===== config.mk =====
export PLATFORM = sky130hd
export DESIGN_NAME = lfu_key_value_cache
export DESIGN_NICKNAME = d
export VERILOG_FILES = /design/src/hw/rtl/lfukv_pkg.sv /design/src/hw/rtl/lfukv_scan_unit.sv /design/src/hw/rtl/lfu_key_value_cache.sv
export VERILOG_INCLUDE_DIRS = /design/src /design/src/hw/rtl
export SDC_FILE = /design/constraint.sdc
export NUM_CORES = 2
export LEC_CHECK = 0
export ABC_CLOCK_PERIOD_IN_PS = 11100
export BUFFER_PORTS_ARGS = -buffer_cell sky130_fd_sc_hd__buf_4
export CORE_MARGIN = 2
export CORE_UTILIZATION = 50
export CTS_BUF_LIST = sky130_fd_sc_hd__clkbuf_8 sky130_fd_sc_hd__clkbuf_16
export DETAILED_ROUTE_END_ITERATION = 8
export PLACE_DENSITY_LB_ADDON = 0.15
export SLEW_MARGIN = 0
export SYNTH_ARGS = -nofsm -noshare
export SYNTH_HDL_FRONTEND = slang
export SYNTH_HIERARCHICAL = 1
export SYNTH_SLANG_ARGS = --single-unit
export TNS_END_PERCENT = 50

===== constraint.sdc =====
create_clock -name clock -period 11.1 [get_ports clock]
set_clock_uncertainty 0.15 [all_clocks]
set_input_delay 1.665 -clock clock [delete_from_list [all_inputs] [get_ports clock]]
set_output_delay 1.665 -clock clock [all_outputs]
set_load 0.01 [all_outputs]

===== src/hw/rtl/assert_macros.svh =====
// ----------------------------------------------------------------------------
// Assertion macros for the LFU key-value cache
// Clock and reset names follow the project convention (clock, reset).
// ----------------------------------------------------------------------------
`ifndef ASSERT_MACROS_SVH
`define ASSERT_MACROS_SVH

// Same-cycle implication
`define ASSERT_IMPL(label, pre, post, msg) \
   label: assert property (@(posedge clock) disable iff (reset) (pre) |-> (post)) \
      else $error(msg);

// Next-cycle implication
`define ASSERT_NEXT(label, pre, post, msg) \
   label: assert property (@(posedge clock) disable iff (reset) (pre) |=> (post)) \
      else $error(msg);

`endif


===== src/hw/rtl/lfukv_pkg.sv =====
`timescale 1ns / 1ps
// ----------------------------------------------------------------------------
// lfukv_pkg
// Shared widths, codes and types of the LFU key-value cache.
// ----------------------------------------------------------------------------
package lfukv_pkg;

   localparam int KEY_W = 32;
   localparam int VAL_W = 32;
   localparam int CAP_W = 5;

   localparam logic [CAP_W-1:0] CAP_RESET = 5'd16;

   // Request kinds
   localparam logic KIND_GET = 1'b0;
   localparam logic KIND_PUT = 1'b1;

   // Control of the scan accumulators
   typedef struct packed {
      logic clear;   // start of an item: drop all results
      logic step;    // one entry's stored fields are on the inputs
   } scan_ctrl_type;

endpackage


===== src/hw/rtl/lfukv_scan_unit.sv =====
`timescale 1ns / 1ps
// ----------------------------------------------------------------------------
// lfukv_scan_unit
// Compare unit stepped over the entries one per cycle: key match, least
// frequently used victim (oldest on a tie), first free slot and fill count.
// ----------------------------------------------------------------------------
module lfukv_scan_unit import lfukv_pkg::*; #(
   parameter int  ENTRIES    = 16,
   parameter int  COUNT_BITS = 16,
   localparam int IDX_W      = (ENTRIES > 1) ? $clog2(ENTRIES) : 1,
   localparam int FILL_W     = $clog2(ENTRIES + 1)
) (
   input  logic                  clock,
   input  logic                  reset,
   input  scan_ctrl_type         ctrl,
   input  logic [IDX_W-1:0]      idx,
   input  logic                  entry_valid,
   input  logic [KEY_W-1:0]      entry_key,
   input  logic [COUNT_BITS-1:0] entry_cnt,
   input  logic [IDX_W-1:0]      entry_rank,
   input  logic [KEY_W-1:0]      req_key,
   output logic                  found,
   output logic [IDX_W-1:0]      found_idx,
   output logic [COUNT_BITS-1:0] found_cnt,
   output logic [IDX_W-1:0]      found_rank,
   output logic                  victim_ok,
   output logic [IDX_W-1:0]      victim_idx,
   output logic [KEY_W-1:0]      victim_key,
   output logic [IDX_W-1:0]      victim_rank,
   output logic                  free_ok,
   output logic [IDX_W-1:0]      free_idx,
   output logic [FILL_W-1:0]     fill
);

   logic                  found_ff, found_in;
   logic [IDX_W-1:0]      found_idx_ff, found_idx_in;
   logic [COUNT_BITS-1:0] found_cnt_ff, found_cnt_in;
   logic [IDX_W-1:0]      found_rank_ff, found_rank_in;
   logic                  victim_ok_ff, victim_ok_in;
   logic [IDX_W-1:0]      victim_idx_ff, victim_idx_in;
   logic [KEY_W-1:0]      victim_key_ff, victim_key_in;
   logic [COUNT_BITS-1:0] victim_cnt_ff, victim_cnt_in;
   logic [IDX_W-1:0]      victim_rank_ff, victim_rank_in;
   logic                  free_ok_ff, free_ok_in;
   logic [IDX_W-1:0]      free_idx_ff, free_idx_in;
   logic [FILL_W-1:0]     fill_ff, fill_in;
   logic                  better;

   // Lower count wins; equal count goes to the older entry
   assign better = !victim_ok_ff || (entry_cnt < victim_cnt_ff) ||
                   ((entry_cnt == victim_cnt_ff) && (entry_rank > victim_rank_ff));

   // Accumulate over one entry
   always_comb begin
      found_in       = found_ff;
      found_idx_in   = found_idx_ff;
      found_cnt_in   = found_cnt_ff;
      found_rank_in  = found_rank_ff;
      victim_ok_in   = victim_ok_ff;
      victim_idx_in  = victim_idx_ff;
      victim_key_in  = victim_key_ff;
      victim_cnt_in  = victim_cnt_ff;
      victim_rank_in = victim_rank_ff;
      free_ok_in     = free_ok_ff;
      free_idx_in    = free_idx_ff;
      fill_in        = fill_ff;
      priority if (ctrl.clear) begin
         found_in     = 1'b0;
         victim_ok_in = 1'b0;
         free_ok_in   = 1'b0;
         fill_in      = '0;
      end else if (ctrl.step) begin
         if (entry_valid) begin
            fill_in = fill_ff + FILL_W'(1);
            if (entry_key == req_key) begin
               found_in      = 1'b1;
               found_idx_in  = idx;
               found_cnt_in  = entry_cnt;
               found_rank_in = entry_rank;
            end
            if (better) begin
               victim_ok_in   = 1'b1;
               victim_idx_in  = idx;
               victim_key_in  = entry_key;
               victim_cnt_in  = entry_cnt;
               victim_rank_in = entry_rank;
            end
         end else if (!free_ok_ff) begin
            free_ok_in  = 1'b1;
            free_idx_in = idx;
         end
      end
   end

   // Flags and fill
   always_ff @(posedge clock) begin
      if (reset) begin
         found_ff     <= 1'b0;
         victim_ok_ff <= 1'b0;
         free_ok_ff   <= 1'b0;
         fill_ff      <= '0;
      end else begin
         found_ff     <= found_in;
         victim_ok_ff <= victim_ok_in;
         free_ok_ff   <= free_ok_in;
         fill_ff      <= fill_in;
      end
   end

   // Captured entry fields
   always_ff @(posedge clock) begin
      found_idx_ff   <= found_idx_in;
      found_cnt_ff   <= found_cnt_in;
      found_rank_ff  <= found_rank_in;
      victim_idx_ff  <= victim_idx_in;
      victim_key_ff  <= victim_key_in;
      victim_cnt_ff  <= victim_cnt_in;
      victim_rank_ff <= victim_rank_in;
      free_idx_ff    <= free_idx_in;
   end

   assign found       = found_ff;
   assign found_idx   = found_idx_ff;
   assign found_cnt   = found_cnt_ff;
   assign found_rank  = found_rank_ff;
   assign victim_ok   = victim_ok_ff;
   assign victim_idx  = victim_idx_ff;
   assign victim_key  = victim_key_ff;
   assign victim_rank = victim_rank_ff;
   assign free_ok     = free_ok_ff;
   assign free_idx    = free_idx_ff;
   assign fill        = fill_ff;

endmodule


===== src/hw/rtl/lfu_key_value_cache.sv =====
`timescale 1ns / 1ps
// ----------------------------------------------------------------------------
// lfu_key_value_cache
// Fully associative key-value cache, least frequently used replacement with
// least recently used tie break, saturating use counts.
// ----------------------------------------------------------------------------
//  channel  direction  transfer when          carries
//  req_     in         req_valid & req_ready  kind, key, value
//  rsp_     out        rsp_valid & rsp_ready  hit, read_value, evicted, evicted_key
//  csr_     in         csr_valid & csr_ready  capacity
//
//  An item goes through SCAN, DRAIN, DECIDE and FINISH; its result is offered as
//  it leaves FINISH, before the next acceptance. The scan feeds one entry per
//  cycle from the key, count and rank memories into one compare unit.
//  Reset clears the valid bits at once; no clearing pass. Capacity resets to 16.
//  A result that is not taken holds in the output register; the following
//  item is accepted and scanned meanwhile, and waits to finish until it drains.
// ----------------------------------------------------------------------------
`include "assert_macros.svh"

module lfu_key_value_cache import lfukv_pkg::*; #(
   parameter int ENTRIES    = 16,
   parameter int COUNT_BITS = 16
) (
   input  logic             clock,
   input  logic             reset,
   // request
   input  logic             req_valid,
   output logic             req_ready,
   input  logic             req_kind,
   input  logic [KEY_W-1:0] req_key,
   input  logic [VAL_W-1:0] req_value,
   // response
   output logic             rsp_valid,
   input  logic             rsp_ready,
   output logic             rsp_hit,
   output logic [VAL_W-1:0] rsp_read_value,
   output logic             rsp_evicted,
   output logic [KEY_W-1:0] rsp_evicted_key,
   // configuration
   input  logic             csr_valid,
   output logic             csr_ready,
   input  logic [CAP_W-1:0] csr_capacity
);

   localparam int IDX_W  = (ENTRIES > 1) ? $clog2(ENTRIES) : 1;
   localparam int FILL_W = $clog2(ENTRIES + 1);
   localparam int CMP_W  = (FILL_W > CAP_W) ? FILL_W : CAP_W;

   localparam logic [2:0] ST_IDLE   = 3'd0;
   localparam logic [2:0] ST_SCAN   = 3'd1;
   localparam logic [2:0] ST_DRAIN  = 3'd2;
   localparam logic [2:0] ST_DECIDE = 3'd3;
   localparam logic [2:0] ST_FINISH = 3'd4;

   // Entry storage
   logic [KEY_W-1:0]      key_mem  [ENTRIES];
   logic [VAL_W-1:0]      data_mem [ENTRIES];
   logic [COUNT_BITS-1:0] cnt_mem  [ENTRIES];
   logic [IDX_W-1:0]      rank_mem [ENTRIES];
   logic [KEY_W-1:0]      key_q;
   logic [VAL_W-1:0]      data_q;
   logic [COUNT_BITS-1:0] cnt_q;
   logic [IDX_W-1:0]      rank_q;
   logic [ENTRIES-1:0]    valid_ff, valid_in;

   // Sequencer and item registers
   logic [2:0]       state_ff, state_in;
   logic [IDX_W-1:0] idx_ff, idx_in;
   logic             p_valid_ff, p_valid_in;
   logic [IDX_W-1:0] p_idx_ff, p_idx_in;
   logic             kind_ff;
   logic [KEY_W-1:0] key_ff;
   logic [VAL_W-1:0] value_ff;
   logic [CAP_W-1:0] capacity_ff;

   // Deferred recency update, applied as the next scan passes each entry
   logic             pend_valid_ff, pend_valid_in;
   logic             pend_all_ff, pend_all_in;
   logic [IDX_W-1:0] pend_slot_ff, pend_slot_in;
   logic [IDX_W-1:0] pend_rank_ff, pend_rank_in;
   logic [IDX_W-1:0] rank_adj;

   // Outcome of the item
   logic             res_hit_ff, res_get_hit_ff, res_evict_ff;
   logic [KEY_W-1:0] res_ekey_ff;

   // Response register
   logic             rsp_valid_ff, rsp_valid_in;
   logic             rsp_hit_ff;
   logic [VAL_W-1:0] rsp_read_value_ff;
   logic             rsp_evicted_ff;
   logic [KEY_W-1:0] rsp_evicted_key_ff;

   // Scan unit results
   scan_ctrl_type         scan_ctrl;
   logic                  found, victim_ok, free_ok;
   logic [IDX_W-1:0]      found_idx, found_rank, victim_idx, victim_rank, free_idx;
   logic [COUNT_BITS-1:0] found_cnt;
   logic [KEY_W-1:0]      victim_key;
   logic [FILL_W-1:0]     fill;

   // Decision terms
   logic                  req_xfer, rsp_load;
   logic                  is_put, cap_zero, full;
   logic                  get_hit, put_go, put_hit, put_miss;
   logic                  evict, ins_free, insert, touch;
   logic [IDX_W-1:0]      ins_slot;
   logic [CMP_W-1:0]      cap_raw, cap_eff, ent_x;
   logic [COUNT_BITS-1:0] cnt_inc;

   assign req_ready = (state_ff == ST_IDLE);
   assign req_xfer  = req_valid && req_ready;
   assign csr_ready = 1'b1;
   assign rsp_load  = (state_ff == ST_FINISH) && (!rsp_valid_ff || rsp_ready);

   // Capacity above the store size counts as the store size
   assign ent_x    = CMP_W'(ENTRIES);
   assign cap_raw  = CMP_W'(capacity_ff);
   assign cap_eff  = (cap_raw > ent_x) ? ent_x : cap_raw;
   assign cap_zero = (cap_eff == '0);
   assign full     = (CMP_W'(fill) >= cap_eff);

   assign is_put   = (kind_ff == KIND_PUT);
   assign get_hit  = !is_put && found;
   assign put_go   = is_put && !cap_zero;
   assign put_hit  = put_go && found;
   assign put_miss = put_go && !found;
   assign evict    = put_miss && full && victim_ok;
   assign ins_free = put_miss && !evict && free_ok;
   assign insert   = evict || ins_free;
   assign touch    = get_hit || put_hit;
   assign ins_slot = evict ? victim_idx : free_idx;
   assign cnt_inc  = (found_cnt == '1) ? found_cnt : found_cnt + COUNT_BITS'(1);

   // Rank as seen after the previous item's update
   always_comb begin
      rank_adj = rank_q;
      if (pend_valid_ff && valid_ff[p_idx_ff]) begin
         priority if (p_idx_ff == pend_slot_ff) begin
            rank_adj = '0;
         end else if (pend_all_ff || (rank_q < pend_rank_ff)) begin
            rank_adj = rank_q + IDX_W'(1);
         end
      end
   end

   assign scan_ctrl.clear = req_xfer;
   assign scan_ctrl.step  = p_valid_ff;

   lfukv_scan_unit #(
      .ENTRIES    (ENTRIES),
      .COUNT_BITS (COUNT_BITS)
   ) u_scan (
      .clock       (clock),
      .reset       (reset),
      .ctrl        (scan_ctrl),
      .idx         (p_idx_ff),
      .entry_valid (valid_ff[p_idx_ff]),
      .entry_key   (key_q),
      .entry_cnt   (cnt_q),
      .entry_rank  (rank_adj),
      .req_key     (key_ff),
      .found       (found),
      .found_idx   (found_idx),
      .found_cnt   (found_cnt),
      .found_rank  (found_rank),
      .victim_ok   (victim_ok),
      .victim_idx  (victim_idx),
      .victim_key  (victim_key),
      .victim_rank (victim_rank),
      .free_ok     (free_ok),
      .free_idx    (free_idx),
      .fill        (fill)
   );

   // Sequencer
   always_comb begin
      state_in      = state_ff;
      idx_in        = idx_ff;
      p_valid_in    = 1'b0;
      p_idx_in      = p_idx_ff;
      valid_in      = valid_ff;
      pend_valid_in = pend_valid_ff;
      pend_all_in   = pend_all_ff;
      pend_slot_in  = pend_slot_ff;
      pend_rank_in  = pend_rank_ff;
      rsp_valid_in  = rsp_valid_ff;
      if (rsp_valid_ff && rsp_ready) begin
         rsp_valid_in = 1'b0;
      end
      unique case (state_ff)
         ST_IDLE: begin
            idx_in = '0;
            if (req_xfer) begin
               state_in = ST_SCAN;
            end
         end
         ST_SCAN: begin
            p_valid_in = 1'b1;
            p_idx_in   = idx_ff;
            if (idx_ff == IDX_W'(ENTRIES - 1)) begin
               state_in = ST_DRAIN;
            end else begin
               idx_in = idx_ff + IDX_W'(1);
            end
         end
         ST_DRAIN: begin
            state_in = ST_DECIDE;
         end
         ST_DECIDE: begin
            // Old update is now in memory; record this item's
            pend_valid_in = touch || insert;
            pend_all_in   = ins_free;
            pend_slot_in  = touch ? found_idx : ins_slot;
            pend_rank_in  = touch ? found_rank : victim_rank;
            if (insert) begin
               valid_in[ins_slot] = 1'b1;
            end
            state_in = ST_FINISH;
         end
         ST_FINISH: begin
            if (rsp_load) begin
               rsp_valid_in = 1'b1;
               state_in     = ST_IDLE;
            end
         end
         default: begin
            state_in = ST_IDLE;
         end
      endcase
   end

   always_ff @(posedge clock) begin
      if (reset) begin
         state_ff      <= ST_IDLE;
         p_valid_ff    <= 1'b0;
         valid_ff      <= '0;
         pend_valid_ff <= 1'b0;
         rsp_valid_ff  <= 1'b0;
         capacity_ff   <= CAP_RESET;
      end else begin
         state_ff      <= state_in;
         p_valid_ff    <= p_valid_in;
         valid_ff      <= valid_in;
         pend_valid_ff <= pend_valid_in;
         rsp_valid_ff  <= rsp_valid_in;
         if (csr_valid && csr_ready) begin
            capacity_ff <= csr_capacity;
         end
      end
   end

   // Datapath registers
   always_ff @(posedge clock) begin
      idx_ff       <= idx_in;
      p_idx_ff     <= p_idx_in;
      pend_all_ff  <= pend_all_in;
      pend_slot_ff <= pend_slot_in;
      pend_rank_ff <= pend_rank_in;
      if (req_xfer) begin
         kind_ff  <= req_kind;
         key_ff   <= req_key;
         value_ff <= req_value;
      end
      if (state_ff == ST_DECIDE) begin
         res_hit_ff     <= touch;
         res_get_hit_ff <= get_hit;
         res_evict_ff   <= evict;
         res_ekey_ff    <= evict ? victim_key : '0;
      end
      if (rsp_load) begin
         rsp_hit_ff         <= res_hit_ff;
         rsp_read_value_ff  <= res_get_hit_ff ? data_q : '0;
         rsp_evicted_ff     <= res_evict_ff;
         rsp_evicted_key_ff <= res_ekey_ff;
      end
   end

   // Scan reads and rank write-back
   always_ff @(posedge clock) begin
      if (state_ff == ST_SCAN) begin
         key_q  <= key_mem[idx_ff];
         cnt_q  <= cnt_mem[idx_ff];
         rank_q <= rank_mem[idx_ff];
      end
      if (p_valid_ff) begin
         rank_mem[p_idx_ff] <= rank_adj;
      end
   end

   // Entry updates at the decision step
   always_ff @(posedge clock) begin
      if (state_ff == ST_DECIDE) begin
         if (!is_put) begin
            data_q <= data_mem[found_idx];
         end
         if (touch) begin
            cnt_mem[found_idx] <= cnt_inc;
         end
         if (put_hit) begin
            data_mem[found_idx] <= value_ff;
         end
         if (insert) begin
            key_mem[ins_slot]  <= key_ff;
            data_mem[ins_slot] <= value_ff;
            cnt_mem[ins_slot]  <= COUNT_BITS'(1);
         end
      end
   end

   assign rsp_valid       = rsp_valid_ff;
   assign rsp_hit         = rsp_hit_ff;
   assign rsp_read_value  = rsp_read_value_ff;
   assign rsp_evicted     = rsp_evicted_ff;
   assign rsp_evicted_key = rsp_evicted_key_ff;

   // Checks
   `ASSERT_NEXT(a_accept_scans, req_xfer, state_ff == ST_SCAN, "no scan after accept")
   `ASSERT_IMPL(a_pend_slot_valid, pend_valid_ff, valid_ff[pend_slot_ff], "pending slot empty")
   `ASSERT_NEXT(a_valid_sticky, 1'b1, &(valid_ff | ~$past(valid_ff)), "valid bit lost")
   `ASSERT_IMPL(a_evict_not_hit, rsp_valid_ff && rsp_evicted_ff, !rsp_hit_ff, "evict on hit")

endmodule

* Yosys cells after proc, flatten, opt, wreduce, memory -nomap -nowiden
Memory sizes are Yosys's and may differ from the RTL's. A register that Yosys moved wholly into a read port is not among the register bits. Index checks and enable logic that the tools add are counted.
Storage, ports and cells: bits in writable memories 1344, logic and storage cells 151, bits of input ports 75, ROM bits 0, memories 4, bits in latches 0, bits in registers 302, output and inout bits 69
Memories:
- data_mem | depth 16, bits a word 32, rd ports 1, clocked after Yosys merged registers in 1, wr ports 1, RTL line lfu_key_value_cache.sv:58 | logic [VAL_W-1:0] data_mem [ENTRIES];
- key_mem | depth 16, bits a word 32, rd ports 1, clocked after Yosys merged registers in 1, wr ports 1, RTL line lfu_key_value_cache.sv:57 | logic [KEY_W-1:0] key_mem [ENTRIES];
- cnt_mem | depth 16, bits a word 16, rd ports 1, clocked after Yosys merged registers in 1, wr ports 1, RTL line lfu_key_value_cache.sv:59 | logic [COUNT_BITS-1:0] cnt_mem [ENTRIES];
- rank_mem | depth 16, bits a word 4, rd ports 1, clocked after Yosys merged registers in 1, wr ports 1, RTL line lfu_key_value_cache.sv:60 | logic [IDX_W-1:0] rank_mem [ENTRIES];
Operators by class: bitwise operators 5, $add $sub $neg 4, muxes and demuxes 39, $mul 0, div/mod/pow operators 0, equal/unequal tests 13, order comparisons 8, reductions and logical operators 44, shifts and indexed selects 0
Operators with widths (number):
- $mux 4 | 9
- $eq 32x32->1 | 1
- $mux 16 | 2
- $mux 32 | 1
- $reduce_or 32->1 | 1
- $mux 1 | 19
- $add 16x1->16 const B | 1
- $eq 16x16->1 | 1
- $eq 16x16->1 const B | 1
- $lt 16x16->1 | 1
- $or 16x16->16 | 1
- $reduce_or 16->1 | 1
- $pmux 3 s5 | 1
- $logic_and 1x1->1 | 14
- $reduce_and 4->1 | 3
- $lt 4x5->1 const B | 2
- $reduce_and 2->1 | 5
- $mux 3 | 3
- $reduce_and 3->1 | 3
- $add 4x1->4 const B | 2
- $pmux 4 s2 | 1
- $logic_or 1x1->1 | 7
- $eq 3x2->1 const B | 2
- $logic_not 1->1 | 6
- other kinds (20) | 25

* Depth between registers and ports, before layout
depth after elaboration 17, gate-level depth with buffers 14, mapped depth without buffers 14

* Hierarchy
The synthesis kept the hierarchy.
Modules (own cells, without submodules):
- lfu_key_value_cache | cells an instance 2620, seq. area each 48916.9 um^2, instances 1, area an instance 61615.3 um^2
- lfukv_scan_unit | cells an instance 237, seq. area each 2682.6 um^2, instances 1, area an instance 3709.8 um^2

* Worst setup path before layout
No wires, ideal clock.
kind register -> register, from register p_idx_ff[0], to register u_scan.victim_cnt_ff[0] (enable), buffers on the path 1, cell stages (with the launch flop) 11, period minus slack after synthesis 8.094 ns, library setup time 0.571 ns, required time 10.379 ns, data arrival time 7.373 ns, path slack 3.006 ns, cells stage by stage edfxtp_1 > buf_6 > mux4_2 > mux4_2 > nand2_1 > a21oi_1 > mux2i_1 > ha_1 > a41oi_1 > nand3_1 > a311oi_1
Between the ends: longest elaborated chain between the ends 8, elaborated cells between the ends (all ways) 10, classes of those cells 1 x order compare; 1 x eq/ne; 4 x mux; 4 x reduce/logical
RTL lines:
- start, declared | RTL line lfu_key_value_cache.sv:71 | logic [IDX_W-1:0] p_idx_ff, p_idx_in;
- start signal, assigned | RTL line lfu_key_value_cache.sv:257 | p_idx_ff <= p_idx_in;
- $bmux 1 s4 | RTL line lfu_key_value_cache.sv:139 | if (pend_valid_ff && valid_ff[p_idx_ff]) begin
- $mux 1 (not written as such) | RTL line lfu_key_value_cache.sv:139
- $logic_and 1x1->1 | RTL line lfu_key_value_cache.sv:139
- $mux 4 * | RTL line lfu_key_value_cache.sv:139
- via rank_adj[3] | RTL line lfu_key_value_cache.sv:82 | logic [IDX_W-1:0] rank_adj;
- $gt 4x4->1 * | RTL line lfukv_scan_unit.sv:51 | ((entry_cnt == victim_cnt_ff) && (entry_rank > victim_rank_ff));
- $logic_and 1x1->1 * | RTL line lfukv_scan_unit.sv:51
- $logic_or 1x1->1 * | RTL line lfukv_scan_unit.sv:50 | assign better = !victim_ok_ff || (entry_cnt < victim_cnt_ff) ||
- $reduce_and 4->1 (no line) *
- end signal, assigned | RTL line lfukv_scan_unit.sv:117 | victim_cnt_ff <= victim_cnt_in;
- end, declared | RTL line lfukv_scan_unit.sv:42 | logic [COUNT_BITS-1:0] victim_cnt_ff, victim_cnt_in;
The timed path passes the listed nets; every way through them passes the cells marked *. The select of a mux whose other input is x is not followed. A chain may end at the register's enable or synchronous reset.

* Worst setup path in the final report
from register p_idx_ff[0], to register u_scan.victim_key_ff[2] (netlist: u_scan/victim_key[2]) (enable)
Between the ends: longest elaborated chain between the ends 8, elaborated cells between the ends (all ways) 10, classes of those cells 1 x order compare; 1 x eq/ne; 4 x mux; 4 x reduce/logical
RTL lines:
- $bmux 1 s4 | RTL line lfu_key_value_cache.sv:139
- $mux 1 (not written as such) | RTL line lfu_key_value_cache.sv:139
- $logic_and 1x1->1 | RTL line lfu_key_value_cache.sv:139
- $mux 4 * | RTL line lfu_key_value_cache.sv:139
- via rank_adj[1] | RTL line lfu_key_value_cache.sv:82
- $gt 4x4->1 * | RTL line lfukv_scan_unit.sv:51
- $logic_and 1x1->1 * | RTL line lfukv_scan_unit.sv:51
- $logic_or 1x1->1 * | RTL line lfukv_scan_unit.sv:50
- $reduce_and 4->1 (no line) *
- end signal, assigned | RTL line lfukv_scan_unit.sv:116 | victim_key_ff <= victim_key_in;
- end, declared | RTL line lfukv_scan_unit.sv:41 | logic [KEY_W-1:0] victim_key_ff, victim_key_in;
Marks and branches as above.

==> results.toml <==
[status]
status = "complete, no violations"

[clock_tree]
cts_tree = "built"
cts_buffers = 173
clock_path_buffers = 3
post_cts_resized = 0
post_cts_buffers = 0
postCtsHoldBufs = 0
path_clk_slew_ps = 60
clock-sinks = 1730
clock_latency_ps = 800
root_buffer = "clkbuf_16"
cts-htree-levels = 4

[floorplan]
die-area_sq_um = 134000
start_util_pct = 50.4
rows = 132
core-area_sq_um = 130000
dieHeight_um = 365
ios = 144
die_w_um = 365

[logic_synthesis]
synth_edf_count = 1695
synth_nets = 2964
syn_area_sq_um = 65300
ys_types = 66
avgSynthCellArea_sq_um = 22.9
syn_inst = 2857
ys_seq_area_share_pct = 79.0
yosysWarnings = 6
synth_area_leaders = "edfxtp_1 (78%), mux4_2 (15%), dfxtp_1 (1.1%)"
synth_top_area_cell = "edfxtp_1"
ys_async_sr_fraction_pct = 0
synth_top_area_share_pct = 77.9
synthFlopType = "edfxtp_1"
synth-seq-cells = 1730

[placed_design]
io_buffer_count = 142
dp_slack_ps = 6080
place_congestion = 0.820
place_inst = 4697
hpwl_um = 74400

[routing]
drt_iter0_drc = 3158
wire_per_inst_um = 28.5
drt-total-wl_um = 143000
vias_per_cell = 5.98
drc = 0
drt-pass1-iter-count = 5
num_vias = 29900
ant_nets = 0

[setup_path]
startpoint = "p_idx_ff[0]$_DFFE_PP_"
worstPathArrival_ps = 5250
r2r_start = "p_idx_ff[0]$_DFFE_PP_"
worstSetupPathType = "flip-flop to flip-flop"
cp.depth = 11
cp-start-kind = "flip-flop"
cp-end-kind = "flip-flop"
worstPathMaxFanout = 32
crit_buf_inv = 1
worstPathRequired_ps = 11370
rr_endpoint = "u_scan/victim_key[2]$_DFFE_PP_"
rr_worst_depth = 11
critPathSlowestCell = "edfxtp_1"
slowest_delay_ps = 730
cp_cell_sequence = "mux4_1 > mux4_2 > and3_4 > and2_4 > a22o_1 > ha_1 > a21oi_1 > o21ai_0 > nand3_1 > a311oi_4 > buf_4"
worstSetupEndpoint = "u_scan/victim_key[2]$_DFFE_PP_"
rrSetupSlack_ps = 6120
path_delay_family = "multiplexers"

[sta]
whs_ps = 245
timing.fmax_mhz = 201
drv_slew = 0
setup_viol = 0
post-route-min-period_ps = 4980
maxSlewHeadroom_pct = 18.6
finalHoldViolations = 0
tns_ps = 0
fin_crit_sh_pct = 44.8
rsz0062_at_grt = "false"
worst_pin_slew_ps = 1220
worst_slack_ps = 6120

[global_route]
busiest_layer = "met2"
gr-total-overflow = 0
grt_pass1_vias = 31200
grt_pass1_wl_um = 209000
use_met3_pct = 3.89
grt_use_total_pct = 22.0
grt_max_degree = 152
use_met1_pct = 29.7
antenna_found_initial = 3
use_met2_pct = 36.7

[power]
switching_share_pct = 22.2
vdd_drop_max_v = 0.000137
seqPwrFrac_pct = 53.3
clkPwrFrac_pct = 37.5
p_per_area_nw_per_um2 = 191
switching_power_w = 0.00316
p_leak_nw = 23.5
p_int_w = 0.0110
total_power_w = 0.0142
combPwrFrac_pct = 9.2

[cells_and_area]
multi_input_area_sq_um = 13400
post_layout_nonfiller_instances = 5008
nFillCells = 9259
mostFrequentLayoutCells = "edfxtp_1 (1,695), mux4_2 (423), buf_4 (226), clkbuf_16 (177), inv_1 (74)"
nNetsFinal = 3237
area_delta_synth_final_pct = 13.7
drive_gt1_share_pct = 29.6
final_common_cell = "edfxtp_1"
seqCellArea_sq_um = 51600

[worst_hold_path]
min_path_type = "flip-flop to flip-flop"

[job]
cap_violations = 0
worst reg2reg max path: stages (launching register included):
cell and delay (ps):
edfxtp_1 730, mux4_1 630, mux4_2 580, and3_4 230
and2_4 150, a22o_1 470, ha_1 430, a21oi_1 70
o21ai_0 160, nand3_1 140, a311oi_4 350, buf_4 490
routing by layer:
| metal | vias up | share of wire [%] |
|---|---|---|
| met5 | - | 0 |
| met4 | 0 | 2.5 |
| met3 | 239 | 6.3 |
| met2 | 1076 | 51 |
| met1 | 16100 | 41 |
| li1 | 12600 | - |
how the worst min path moves through the flow:
stage                     slack (ps)                       endpoint  cells past startpoint                          start
after floorplan                  250          rsp_evicted$_DFFE_PP_                      0         res_evict_ff$_DFFE_PP_
after global placement           250  rsp_evicted_key[10]$_DFFE_PP_                      0  res_ekey_ff[10]$_SDFFCE_PP0P_
after detailed placement         250  rsp_evicted_key[29]$_DFFE_PP_                      0  res_ekey_ff[29]$_SDFFCE_PP0P_
after CTS                        250  rsp_evicted_key[31]$_DFFE_PP_                      0  res_ekey_ff[31]$_SDFFCE_PP0P_
after global routing             260  rsp_evicted_key[31]$_DFFE_PP_                      0  res_ekey_ff[31]$_SDFFCE_PP0P_
final                            250  rsp_evicted_key[31]$_DFFE_PP_                      0  res_ekey_ff[31]$_SDFFCE_PP0P_
power groups by stage:
stage	logic, W	clock network [W]	registers (W)
finish	0.00130	0.00533	0.00757
global route	0.00139	0.00570	0.00760
global placement	0.00130	0	0.00770
detailed placement	0.00132	0	0.00771
floorplan	0.00100	0	0.00761
CTS	0.00133	0.00545	0.00757
final cells by class:
class,count,area share (%)
clock inverter,131,0.960
inverter,40,0.202
sequential,1730,69.5
antenna,1,0.00337
timing repair buffer,229,2.36
tap,1742,2.93
clock buffer,179,6.00
multi-input combinational,956,18.1
synthesized netlist by cell type (3+ instances only):
library cell  count
a211oi_1          3
a21o_1            5
a21oi_1          33
a31oi_1           6
a41oi_1           3
and2_1           35
and3_1           34
and4b_1           3
buf_1            35
buf_2            17
clkbuf_1         76
clkinv_1          3
dfxtp_1          35
edfxtp_1       1695
ha_1             32
inv_1            37
mux2i_1          13
mux4_2          423
nand2_1          64
nand2b_1          9
nand3_1          20
nand3b_1          6
nand4_1          16
nor2_1           68
nor2b_1           4
nor3_1           17
nor4_1           21
nor4_2            3
nor4b_1          14
o211ai_1          4
o21a_1            3
o21ai_0          10
o21ai_1           3
o31ai_1          16
or2_2             4
xnor2_1          43
xor2_1            8
metrics by stage:
step,util (%),instance area (sq um)
floorplan,-,65300
global placement,53.3,69100
detailed placement,53.3,69100
CTS,57.3,74300
global route,57.3,74300
finish,57.3,74300
sequential cells by signal (all words and copies together) (netlist names), 5 cells and up:
| signal | count |
|---|---|
| key_q | 32 |
| u_scan/found_cnt | 16 |
| data_q | 32 |
| key_ff | 32 |
| rsp_evicted_key | 32 |
| cnt_mem | 256 |
| u_scan/victim_key | 32 |
| res_ekey_ff | 32 |
| rank_mem | 64 |
| key_mem | 512 |
| data_mem | 512 |
| u_scan/fill | 5 |
| rsp_read_value | 32 |
| cnt_q | 16 |
| cap_raw | 5 |
| u_scan/victim_cnt_ff | 16 |
| value_ff | 32 |
| valid_ff | 16 |
kinds of logic (layout without fill, tap and decap cells):
group	count (synthesis)	after routing	share of synthesized area [%]
AOI/OAI and AO/OA	102	102	1.04
other	1	2	0.00574
buffers and inverters	171	579	1.04
DFF	1730	1730	79.0
muxes	440	440	14.9
xor gates and xnor gates	51	51	0.684
and+or+nand+nor	330	330	2.73
adders and majority gates	32	32	0.613
Note: power is estimated with default switching activity, not from simulation.
